### config.mk
export PLATFORM = sky130hd
export DESIGN_NAME = light_effect_sequencer_top
export DESIGN_NICKNAME = d
export VERILOG_FILES = /design/src/rtl/lfs_pkg.sv /design/src/rtl/light_effect_sequencer_top.sv /design/src/rtl/lfs_ram.sv /design/src/rtl/lfs_chan_update.sv
export SDC_FILE = /design/constraint.sdc
export NUM_CORES = 1
export LEC_CHECK = 0
export BUFFER_PORTS_ARGS = -buffer_cell sky130_fd_sc_hd__buf_2
export CORE_ASPECT_RATIO = 1.2
export CORE_MARGIN = 2
export CORE_UTILIZATION = 40
export CTS_CLUSTER_DIAMETER = 200
export DETAILED_ROUTE_END_ITERATION = 12
export PLACE_DENSITY_LB_ADDON = 0.2
export SYNTH_ARGS = -nofsm -noshare
export SYNTH_HDL_FRONTEND = slang
export SYNTH_HIERARCHICAL = 1
export SYNTH_SLANG_ARGS = --single-unit
export TNS_END_PERCENT = 20
### constraint.sdc
create_clock -name i_clk -period 3.6 [get_ports i_clk]
set_input_delay 0.36 -clock i_clk [delete_from_list [all_inputs] [get_ports i_clk]]
set_output_delay 0.36 -clock i_clk [all_outputs]
set_load 0.01 [all_outputs]
### src/rtl/lfs_pkg.sv
// Types, constants, pattern table and helper functions of the light effect sequencer.
// Depends on nothing; imported by the channel update logic and the top level.
`timescale 1ns / 1ps
`default_nettype none

package lfs_pkg;

    localparam int CFG_REGS      = 7;
    localparam int CFG_IDX_W     = 3;
    localparam int CFG_W         = 8;
    localparam int REQ_W         = 12;
    localparam int OUTPUT_COUNT  = 12;
    localparam int PATTERN_STEPS = 8;
    localparam int STEP_W        = 3;
    localparam int PATTERN_COUNT = 16;
    localparam int PAT_W         = 4;
    localparam int CNT_W         = 6;
    localparam int LEVEL_W       = 2;

    localparam int CFG_BIT_NEED_F0     = 5;
    localparam int CFG_BIT_DIRECTION   = 6;
    localparam int CFG_BIT_DIRECTIONAL = 7;

    localparam logic [LEVEL_W-1:0] LV_ON = 2'b10;

    typedef logic [CFG_W-1:0] t_cfg;

    typedef struct packed {
        logic              held;
        logic [STEP_W-1:0] step;
        logic [CNT_W-1:0]  count;
    } t_chan_state;

    typedef struct packed {
        t_cfg cfg;
        logic want;
        logic f0;
        logic dir;
    } t_chan_req;

    localparam logic [7:0] PATTERNS [PATTERN_COUNT][PATTERN_STEPS] = '{
        '{8'hBF, 8'hBF, 8'hBF, 8'hBF, 8'hBF, 8'hBF, 8'hBF, 8'hBF},
        '{8'h85, 8'h70, 8'h85, 8'hF0, 8'h85, 8'h70, 8'hB0, 8'hF0},
        '{8'h82, 8'h30, 8'h83, 8'h05, 8'h85, 8'h3F, 8'h82, 8'h3F},
        '{8'hBF, 8'h3F, 8'hBF, 8'h3F, 8'hBF, 8'h3F, 8'hBF, 8'h3F},
        '{8'h81, 8'h3F, 8'h81, 8'h3F, 8'h81, 8'h3F, 8'h81, 8'h3F},
        '{8'h81, 8'h02, 8'h81, 8'h3F, 8'h81, 8'h02, 8'h81, 8'h3F},
        '{8'h82, 8'h45, 8'hC5, 8'h25, 8'hC5, 8'h45, 8'h82, 8'h82},
        '{8'h85, 8'h55, 8'h85, 8'h55, 8'h85, 8'h55, 8'h95, 8'h55},
        '{8'hB0, 8'h30, 8'hB0, 8'h30, 8'hB0, 8'h30, 8'hB0, 8'h30},
        '{8'h30, 8'hB0, 8'h30, 8'hB0, 8'h30, 8'hB0, 8'h30, 8'hB0},
        '{8'h3F, 8'h3F, 8'h3F, 8'h3F, 8'h3F, 8'h3F, 8'h3F, 8'h3F},
        '{8'h3F, 8'h3F, 8'h3F, 8'h3F, 8'h3F, 8'h3F, 8'h3F, 8'h3F},
        '{8'h3F, 8'h3F, 8'h3F, 8'h3F, 8'h3F, 8'h3F, 8'h3F, 8'h3F},
        '{8'h3F, 8'h3F, 8'h3F, 8'h3F, 8'h3F, 8'h3F, 8'h3F, 8'h3F},
        '{8'h3F, 8'h3F, 8'h3F, 8'h3F, 8'h3F, 8'h3F, 8'h3F, 8'h3F},
        '{8'hFF, 8'hFF, 8'hFF, 8'hFF, 8'hFF, 8'hFF, 8'hFF, 8'hFF}
    };

    function automatic logic [7:0] pattern_entry(input logic [PAT_W-1:0]  pat,
                                                 input logic [STEP_W-1:0] step);
        return PATTERNS[pat][step];
    endfunction

    function automatic logic [STEP_W-1:0] next_step(input logic [STEP_W-1:0] step);
        if (step == STEP_W'(PATTERN_STEPS - 1)) begin
            return '0;
        end
        return step + 1'b1;
    endfunction

endpackage

`default_nettype wire

### src/rtl/light_effect_sequencer_top.sv
// Top level of the light effect sequencer: channel sequencer, state RAM and result register.
// Depends on lfs_pkg, lfs_ram and lfs_chan_update.
`timescale 1ns / 1ps
`default_nettype none

// Each tick beat is worked through one effect channel per cycle, but a tick's last channel waits
// while the output register cannot take its result: the channel's state is read from a small
// RAM, updated and written back in the following cycle. A result passes the update stage
// register into the output register. The next tick is accepted once the last channel of the
// previous one is issued, also while its result still waits there. Configuration writes are
// taken in every cycle and should only be issued while no tick is in progress.
module light_effect_sequencer_top
    import lfs_pkg::*;
#(
    parameter int EFFECT_CHANNELS = 7
) (
    input  wire logic                 i_clk,
    input  wire logic                 i_rst_n,
    input  wire logic                 i_in_valid,
    output logic                      o_in_ready,
    input  wire logic [REQ_W-1:0]     i_function_requests,
    input  wire logic                 i_travel_direction,
    output logic                      o_out_valid,
    input  wire logic                 i_out_ready,
    output logic [OUTPUT_COUNT-1:0]   o_output_levels,
    input  wire logic                 i_cfg_valid,
    output logic                      o_cfg_ready,
    input  wire logic [CFG_IDX_W-1:0] i_cfg_index,
    input  wire logic [CFG_W-1:0]     i_cfg_data
);

    localparam int CH_W = (EFFECT_CHANNELS > 1) ? $clog2(EFFECT_CHANNELS) : 1;
    localparam logic [CH_W-1:0] LAST_CH = CH_W'(EFFECT_CHANNELS - 1);

    t_cfg r_cfg [CFG_REGS];

    logic             r_busy;
    logic [CH_W-1:0]  r_ch;
    logic [REQ_W-1:0] r_req;
    logic             r_dir;

    logic                       r_b_valid;
    logic [CH_W-1:0]            r_b_ch;
    logic                       r_b_last;
    t_chan_req                  r_b_ctl;
    logic [REQ_W-1:0]           r_b_req;
    logic                       r_b_vld;
    logic                       r_fwd_hit;
    t_chan_state                r_fwd_data;
    logic [EFFECT_CHANNELS-1:0] r_valid;
    logic [EFFECT_CHANNELS-1:0] r_acc;
    logic                       r_out_valid;
    logic [OUTPUT_COUNT-1:0]    r_out_levels;

    logic                       last_issue;
    logic                       out_free;
    logic                       issue_fire;
    logic                       done_issue;
    logic                       in_fire;
    logic [REQ_W-1:0]           req_sh;
    t_cfg                       sel_cfg;
    t_chan_req                  issue_ctl;
    logic [$bits(t_chan_state)-1:0] ram_rdata;
    t_chan_state                cur_state;
    t_chan_state                upd_state;
    logic                       level;
    logic [EFFECT_CHANNELS-1:0] acc_next;
    logic [OUTPUT_COUNT-1:0]    n_levels;

    assign last_issue = (r_ch == LAST_CH);
    assign out_free   = !(r_b_valid && r_b_last) && (!r_out_valid || i_out_ready);
    assign issue_fire = r_busy && (!last_issue || out_free);
    assign done_issue = issue_fire && last_issue;
    assign o_in_ready = !r_busy || done_issue;
    assign in_fire    = i_in_valid && o_in_ready;
    assign o_cfg_ready = 1'b1;

    always_ff @(posedge i_clk) begin
        if (!i_rst_n) begin
            for (int k = 0; k < CFG_REGS; k++) begin
                r_cfg[k] <= '0;
            end
        end else if (i_cfg_valid && (i_cfg_index < CFG_IDX_W'(CFG_REGS))) begin
            r_cfg[i_cfg_index] <= i_cfg_data;
        end
    end

    always_comb begin
        sel_cfg = '0;
        for (int k = 0; k < CFG_REGS; k++) begin
            if ((k < EFFECT_CHANNELS) && (r_ch == CH_W'(k))) begin
                sel_cfg = r_cfg[k];
            end
        end
    end

    assign req_sh         = r_req >> r_ch;
    assign issue_ctl.cfg  = sel_cfg;
    assign issue_ctl.want = req_sh[0];
    assign issue_ctl.f0   = r_req[0];
    assign issue_ctl.dir  = r_dir;

    always_ff @(posedge i_clk) begin
        if (!i_rst_n) begin
            r_busy <= 1'b0;
            r_ch   <= '0;
        end else if (in_fire) begin
            r_busy <= 1'b1;
            r_ch   <= '0;
        end else if (done_issue) begin
            r_busy <= 1'b0;
        end else if (issue_fire) begin
            r_ch   <= r_ch + 1'b1;
        end
    end

    always_ff @(posedge i_clk) begin
        if (in_fire) begin
            r_req <= i_function_requests;
            r_dir <= i_travel_direction;
        end
    end

    lfs_ram #(
        .WIDTH ($bits(t_chan_state)),
        .DEPTH (EFFECT_CHANNELS)
    ) u_state_ram (
        .i_clk   (i_clk),
        .i_we    (r_b_valid),
        .i_waddr (r_b_ch),
        .i_wdata (upd_state),
        .i_re    (issue_fire),
        .i_raddr (r_ch),
        .o_rdata (ram_rdata)
    );

    always_ff @(posedge i_clk) begin
        if (!i_rst_n) begin
            r_b_valid <= 1'b0;
            r_fwd_hit <= 1'b0;
            r_valid   <= '0;
        end else begin
            r_b_valid <= issue_fire;
            r_fwd_hit <= issue_fire && r_b_valid && (r_b_ch == r_ch);
            if (r_b_valid) begin
                r_valid[r_b_ch] <= 1'b1;
            end
        end
    end

    always_ff @(posedge i_clk) begin
        if (issue_fire) begin
            r_b_ch   <= r_ch;
            r_b_last <= last_issue;
            r_b_ctl  <= issue_ctl;
            r_b_req  <= r_req;
            r_b_vld  <= r_valid[r_ch];
        end
        r_fwd_data <= upd_state;
    end

    always_comb begin
        if (r_fwd_hit) begin
            cur_state = r_fwd_data;
        end else if (r_b_vld) begin
            cur_state = t_chan_state'(ram_rdata);
        end else begin
            cur_state = '0;
        end
    end

    lfs_chan_update u_chan_update (
        .i_req   (r_b_ctl),
        .i_state (cur_state),
        .o_state (upd_state),
        .o_level (level)
    );

    if (EFFECT_CHANNELS > 1) begin : g_acc_multi
        assign acc_next = {level, r_acc[EFFECT_CHANNELS-1:1]};
    end else begin : g_acc_single
        assign acc_next = level;
    end

    for (genvar i = 0; i < OUTPUT_COUNT; i++) begin : g_levels
        if (i < EFFECT_CHANNELS) begin : g_effect
            assign n_levels[i] = acc_next[i];
        end else begin : g_direct
            assign n_levels[i] = r_b_req[i];
        end
    end

    always_ff @(posedge i_clk) begin
        if (r_b_valid) begin
            r_acc <= acc_next;
        end
        if (r_b_valid && r_b_last) begin
            r_out_levels <= n_levels;
        end
    end

    always_ff @(posedge i_clk) begin
        if (!i_rst_n) begin
            r_out_valid <= 1'b0;
        end else if (r_b_valid && r_b_last) begin
            r_out_valid <= 1'b1;
        end else if (i_out_ready) begin
            r_out_valid <= 1'b0;
        end
    end

    assign o_out_valid     = r_out_valid;
    assign o_output_levels = r_out_levels;

endmodule

`default_nettype wire

### src/rtl/lfs_ram.sv
// Generic single-port-write, single-port-read RAM with a registered read.
// Depends on nothing; holds the per-channel sequencer state.
`timescale 1ns / 1ps
`default_nettype none

module lfs_ram #(
    parameter int WIDTH = 8,
    parameter int DEPTH = 8
) (
    input  wire logic                                  i_clk,
    input  wire logic                                  i_we,
    input  wire logic [(DEPTH > 1 ? $clog2(DEPTH) : 1)-1:0] i_waddr,
    input  wire logic [WIDTH-1:0]                      i_wdata,
    input  wire logic                                  i_re,
    input  wire logic [(DEPTH > 1 ? $clog2(DEPTH) : 1)-1:0] i_raddr,
    output logic      [WIDTH-1:0]                      o_rdata
);

    logic [WIDTH-1:0] r_mem [DEPTH];
    logic [WIDTH-1:0] r_rdata;

    always_ff @(posedge i_clk) begin
        if (i_we) begin
            r_mem[i_waddr] <= i_wdata;
        end
        if (i_re) begin
            r_rdata <= r_mem[i_raddr];
        end
    end

    assign o_rdata = r_rdata;

endmodule

`default_nettype wire

### src/rtl/lfs_chan_update.sv
// Next-state logic of one effect channel: enable, countdown and pattern stepping.
// Depends on lfs_pkg for the state types and the pattern table.
`timescale 1ns / 1ps
`default_nettype none

module lfs_chan_update
    import lfs_pkg::*;
(
    input  wire t_chan_req   i_req,
    input  wire t_chan_state i_state,
    output t_chan_state      o_state,
    output logic             o_level
);

    logic              dir_ok;
    logic              f0_ok;
    logic              enable;
    logic [STEP_W-1:0] step_next;
    logic [7:0]        entry;

    assign dir_ok    = !i_req.cfg[CFG_BIT_DIRECTIONAL]
                       || (i_req.dir == i_req.cfg[CFG_BIT_DIRECTION]);
    assign f0_ok     = !i_req.cfg[CFG_BIT_NEED_F0] || i_req.f0;
    assign enable    = i_req.want && dir_ok && f0_ok;
    assign step_next = next_step(i_state.step);
    assign entry     = pattern_entry(i_req.cfg[PAT_W-1:0], step_next);

    always_comb begin
        if (!enable) begin
            o_state = '0;
        end else if (i_state.count != '0) begin
            o_state       = i_state;
            o_state.count = i_state.count - CNT_W'(1);
        end else begin
            o_state.held  = (entry[7:6] == LV_ON);
            o_state.step  = step_next;
            o_state.count = entry[CNT_W-1:0];
        end
    end

    assign o_level = o_state.held;

endmodule

`default_nettype wire

======== After elaboration in Yosys (flattened, before gate mapping) ========
Memory sizes are Yosys's and may differ from the RTL's. A register that Yosys moved wholly into a read port is not among the register bits.
Index checks and enable logic that the tools add are counted.
cells by class
  add/sub/neg operators ................... 3
  magnitude comparators ................... 6
  eq/ne operators ......................... 10
  shifts and indexed selects .............. 1
  multiplexer cells ....................... 36
  bitwise gates (word level) .............. 5
  reductions and logical operators ........ 29
operator list
  kind                 count
  $mux 64              2
  $mux 8               10
  $mux 10              4
  $bmux 8 s3           1
  $mux 1               14
  $eq 3x3->1 const B   4
  $shr 12x3->1         1
  $logic_and 1x1->1    11
  $mux 3               3
  $lt 3x4->1 const B   2
  $reduce_or 8->1      1
  $or 7x7->7           1
  $add 3x1->3 const B  2
  $eq 3x2->1 const B   2
  $logic_not 1->1      6
  $reduce_bool 6->1    1
  $sub 6x1->6 const B  1
  $ge 5x5->1 const B   1
  $logic_or 1x1->1     5
  $not 4->5            1
  $ge 4x4->1 const B   1
  $not 3->4            1
  $reduce_bool 2->1    2
  $bmux 1 s3           1
  other kinds (11)     12
storage, ports and cells
  register bits ........................... 84
  memory bits (writable) .................. 126
  ROM bits ................................ 1024
  bits of input ports ..................... 29
  output and inout bits ................... 15
  word-level logic and storage cells ...... 114
  memories ................................ 3
memory list
  name               words  width  read ports  clocked after Yosys merged registers in  wr ports  RTL line                          RTL
  (no name shown)    16     64     1           0                                        0         lfs_pkg.sv:62                     return PATTERNS[pat][step];
  u_state_ram.r_mem  7      10     1           1                                        1         lfs_ram.sv:19                     logic [WIDTH-1:0] r_mem [DEPTH];
  r_cfg              7      8      7           0                                        7         light_effect_sequencer_top.sv:35  t_cfg r_cfg [CFG_REGS];

======== Depth between registers and ports, before layout ========
  depth after elaboration ................. 12
  depth in mapped cells ................... 13
  depth with buffers taken out ............ 9

======== Cells and area by module ========
The synthesis kept the hierarchy.
modules (own cells, without submodules)
  module                      instances  cells each  area each (um^2)  seq. area each (um^2)
  light_effect_sequencer_top  1          401         5326.4            3643.5
  lfs_ram                     1          162         3215.6            2402.3
  lfs_chan_update             1          173         1152.4            0.0

======== Worst setup path after synthesis ========
Ideal clock, no wire load.
  path type ............................... reg-to-reg
  start ................................... reg r_ch[0]
  end ..................................... reg r_b_ch[0], enable pin
  library setup time ...................... 430 ps
  arrival time ............................ 2791 ps
  required time ........................... 3170 ps
  path slack .............................. 379 ps
  stages on the path, launching flop included .. 8
  path buffers ............................ 2
  clock period less this slack ............ 3221 ps
  cell sequence ........................... dfxtp_1 buf_2 inv_1 ha_1 buf_2 nand2_1 inv_1 a21oi_1
on the way
  cells in the longest elaborated chain, start to end .. 4
RTL lines
  element                 RTL line                           RTL
  start, declared         light_effect_sequencer_top.sv:38   logic [CH_W-1:0] r_ch;
  start signal, assigned  light_effect_sequencer_top.sv:113  r_ch <= r_ch + 1'b1;
  $eq 3x3->1              light_effect_sequencer_top.sv:70   assign last_issue = (r_ch == LAST_CH);
  via last_issue          light_effect_sequencer_top.sv:55   logic last_issue;
  $logic_not 1->1         light_effect_sequencer_top.sv:72   assign issue_fire = r_busy && (!last_issue || out_free);
  $logic_or 1x1->1        light_effect_sequencer_top.sv:72
  $logic_and 1x1->1       light_effect_sequencer_top.sv:72
  via issue_fire          light_effect_sequencer_top.sv:57   logic issue_fire;
  end signal, assigned    light_effect_sequencer_top.sv:153  r_b_ch <= r_ch;
  end, declared           light_effect_sequencer_top.sv:43   logic [CH_W-1:0] r_b_ch;
The timed path passes the listed nets, and every way through them passes these cells.
A chain may end at the register's enable or synchronous reset.

==> flow_summary.ini <==
[floorplan]
initial_core_util = 0.405
core_sq_um = 23100
pin_count = 44
die_w_um = 144
die_area_sq_um = 24700
core.rowCount = 61
die_h_um = 172

[routing]
wl_per_cell_um = 18.6
via_per_inst = 5.36
vias = 5813
drtPass1Iterations = 5
drtIter0Drc = 386
ant_nets = 0
drc = 0
drt-total-wl_um = 20200

[finish]
drive_above_1_share = 0.199
final_core_util = 0.454
fin_area_sq_um = 10500
antennaDiodeCount = 0
syn_to_final_growth_pct = 12.2
nets = 799

[setup_path]
critPathRequiredTime_ns = 3.88
critPathSlowestCell = dfxtp_1
cp_top_family = compound AO/OA/AOI/OAI gates
cp.arrival_ns = 3.63
crit_buf_inv = 0
crit_chain = nor2b_1 > a22o_1 > ha_1 > ha_1 > nand2b_1 > a211oi_2 > a2111oi_2 > nor4_1 > a21o_1
critical_path_class = reg2reg
slowest_delay_ns = 0.56
crit_fanout = 12
critPathLaunchType = register
end_kind = register
crit_top_cell = ha_1

[clock_network]
cts_buffers = 21
cts_tree = done
clock_path_buffers = 3
clockRootBuffer = clkbuf_16
cts_repair_resize_count = 0
htreeDepth = 1
cts_hold_buf = 0
clkLatencyLatePin_ns = 0.50
path_clk_slew_ns = 0.06
clock_sinks = 204
cts_setup_buffers = 0

[global_route]
antenna_found_initial = 0
use_met2 = 0.304
grt_use_met3 = 0.0198
grt_pass1_wl_um = 32200
grt_overflow = 0
top_usage_layer = met2
first_global_vias = 5988
grt_start_max_net_pins = 52
track_usage = 0.169
grt.met1_usage = 0.210

[synth]
synthCells = 712
yosys_warnings = 6
synthesis.nets = 757
synth_area_sq_um = 9370
postSynthAreaPerCell_sq_um = 13.2

[timing]
rsz0062_at_grt = no
max_freq_ghz = 0.299
setup_tns_ns = 0
period_needed_ns = 3.35
max_slew_margin = 0.310
maxSlewViolCount = 0
finalCritPeriodShare = 0.930
tightest_slew_ns = 1.02
finClkSkew_ns = 0.0131
hold_ws_ns = 0.0350
final-hold-violation-count = 0
setup_violations = 0

[place]
dp_hpwl_um = 13900
place_area_sq_um = 9830
io_buffers = 41
place.gp.congestion = 0.863

[power_and_ir_drop]
ir_drop_mv = 0.335
p_per_area_nw_per_um2 = 502
p_leak_nw = 3.60

[outcome]
status = finished, final reports clean

[worst_hold_path]
hold_path.class = in2reg

[flow_run]
drv_cap = 0
## stage by stage
step,std cells,setup slack [ns],power (mW)
4_1_cts,1084,0.304,5.33
2_1_floorplan,712,0.429,3.10
5_1_grt,1084,0.0367,5.47
3_5_place_dp,1046,0.321,3.24
6_report,1084,0.251,5.28
3_3_place_gp,1046,0.376,3.23
## power breakdown
part | leakage [nW] | switching [mW] | internal (mW) | total, mW
sequential | 1.88 | 0.0457 | 2.68 | 2.72
combinational | 1.39 | 0.297 | 0.175 | 0.472
clock | 0.328 | 0.854 | 1.23 | 2.08
## state kept, by name, summed over array words and instances, names as in the netlist, 3 cells and up
name	count
r_b_ctl	9
u_state_ram/o_rdata	10
r_acc	6
o_output_levels	12
r_cfg	49
r_b_ch	3
r_valid	7
r_ch	3
r_req	12
r_fwd_data	10
r_b_req	6
u_state_ram/r_mem	70
## layout by cell type (no fill, tap or decap), types with 13 or more instances in the layout
cell type  count
a21oi_1       20
buf_2         41
buf_4         24
clkbuf_16     21
nand2_1       57
o21ai_0       18
ha_1          16
nand2b_1      26
edfxtp_1     173
mux2i_1       29
nor2_1        66
nor3_1        13
nor2b_1       23
dfxtp_1       30
inv_1         24
## layout make-up
class / instances / area (sq um)
inverter: 26 / 97.6
timing repair buffer: 65 / 385
clock buffer: 29 / 596
multi-input combinational: 436 / 3140
sequential: 204 / 5820
tap: 315 / 394
clock inverter: 9 / 77.6
fill: 2090 / 12600
## worst paths after layout
path	from	endpoint	slack (ns)	depth (start not counted)
setup / recovery	r_fwd_hit	u_state_ram/r_mem[4][1]	0.25	9
hold / removal	i_function_requests[4]	r_req[4]	0.03	1
setup reg to reg	r_fwd_hit	u_state_ram/r_mem[4][1]	0.25	9
hold reg to reg	r_acc[1]	o_output_levels[0]	0.42	0
## per-layer routing
metal,vias to the layer above,part of all wire
met5,-,0
met4,0,0.024
met3,34,0.035
met2,149,0.52
met1,2898,0.42
li1,2732,-
Power figures use the tool's default switching activity.
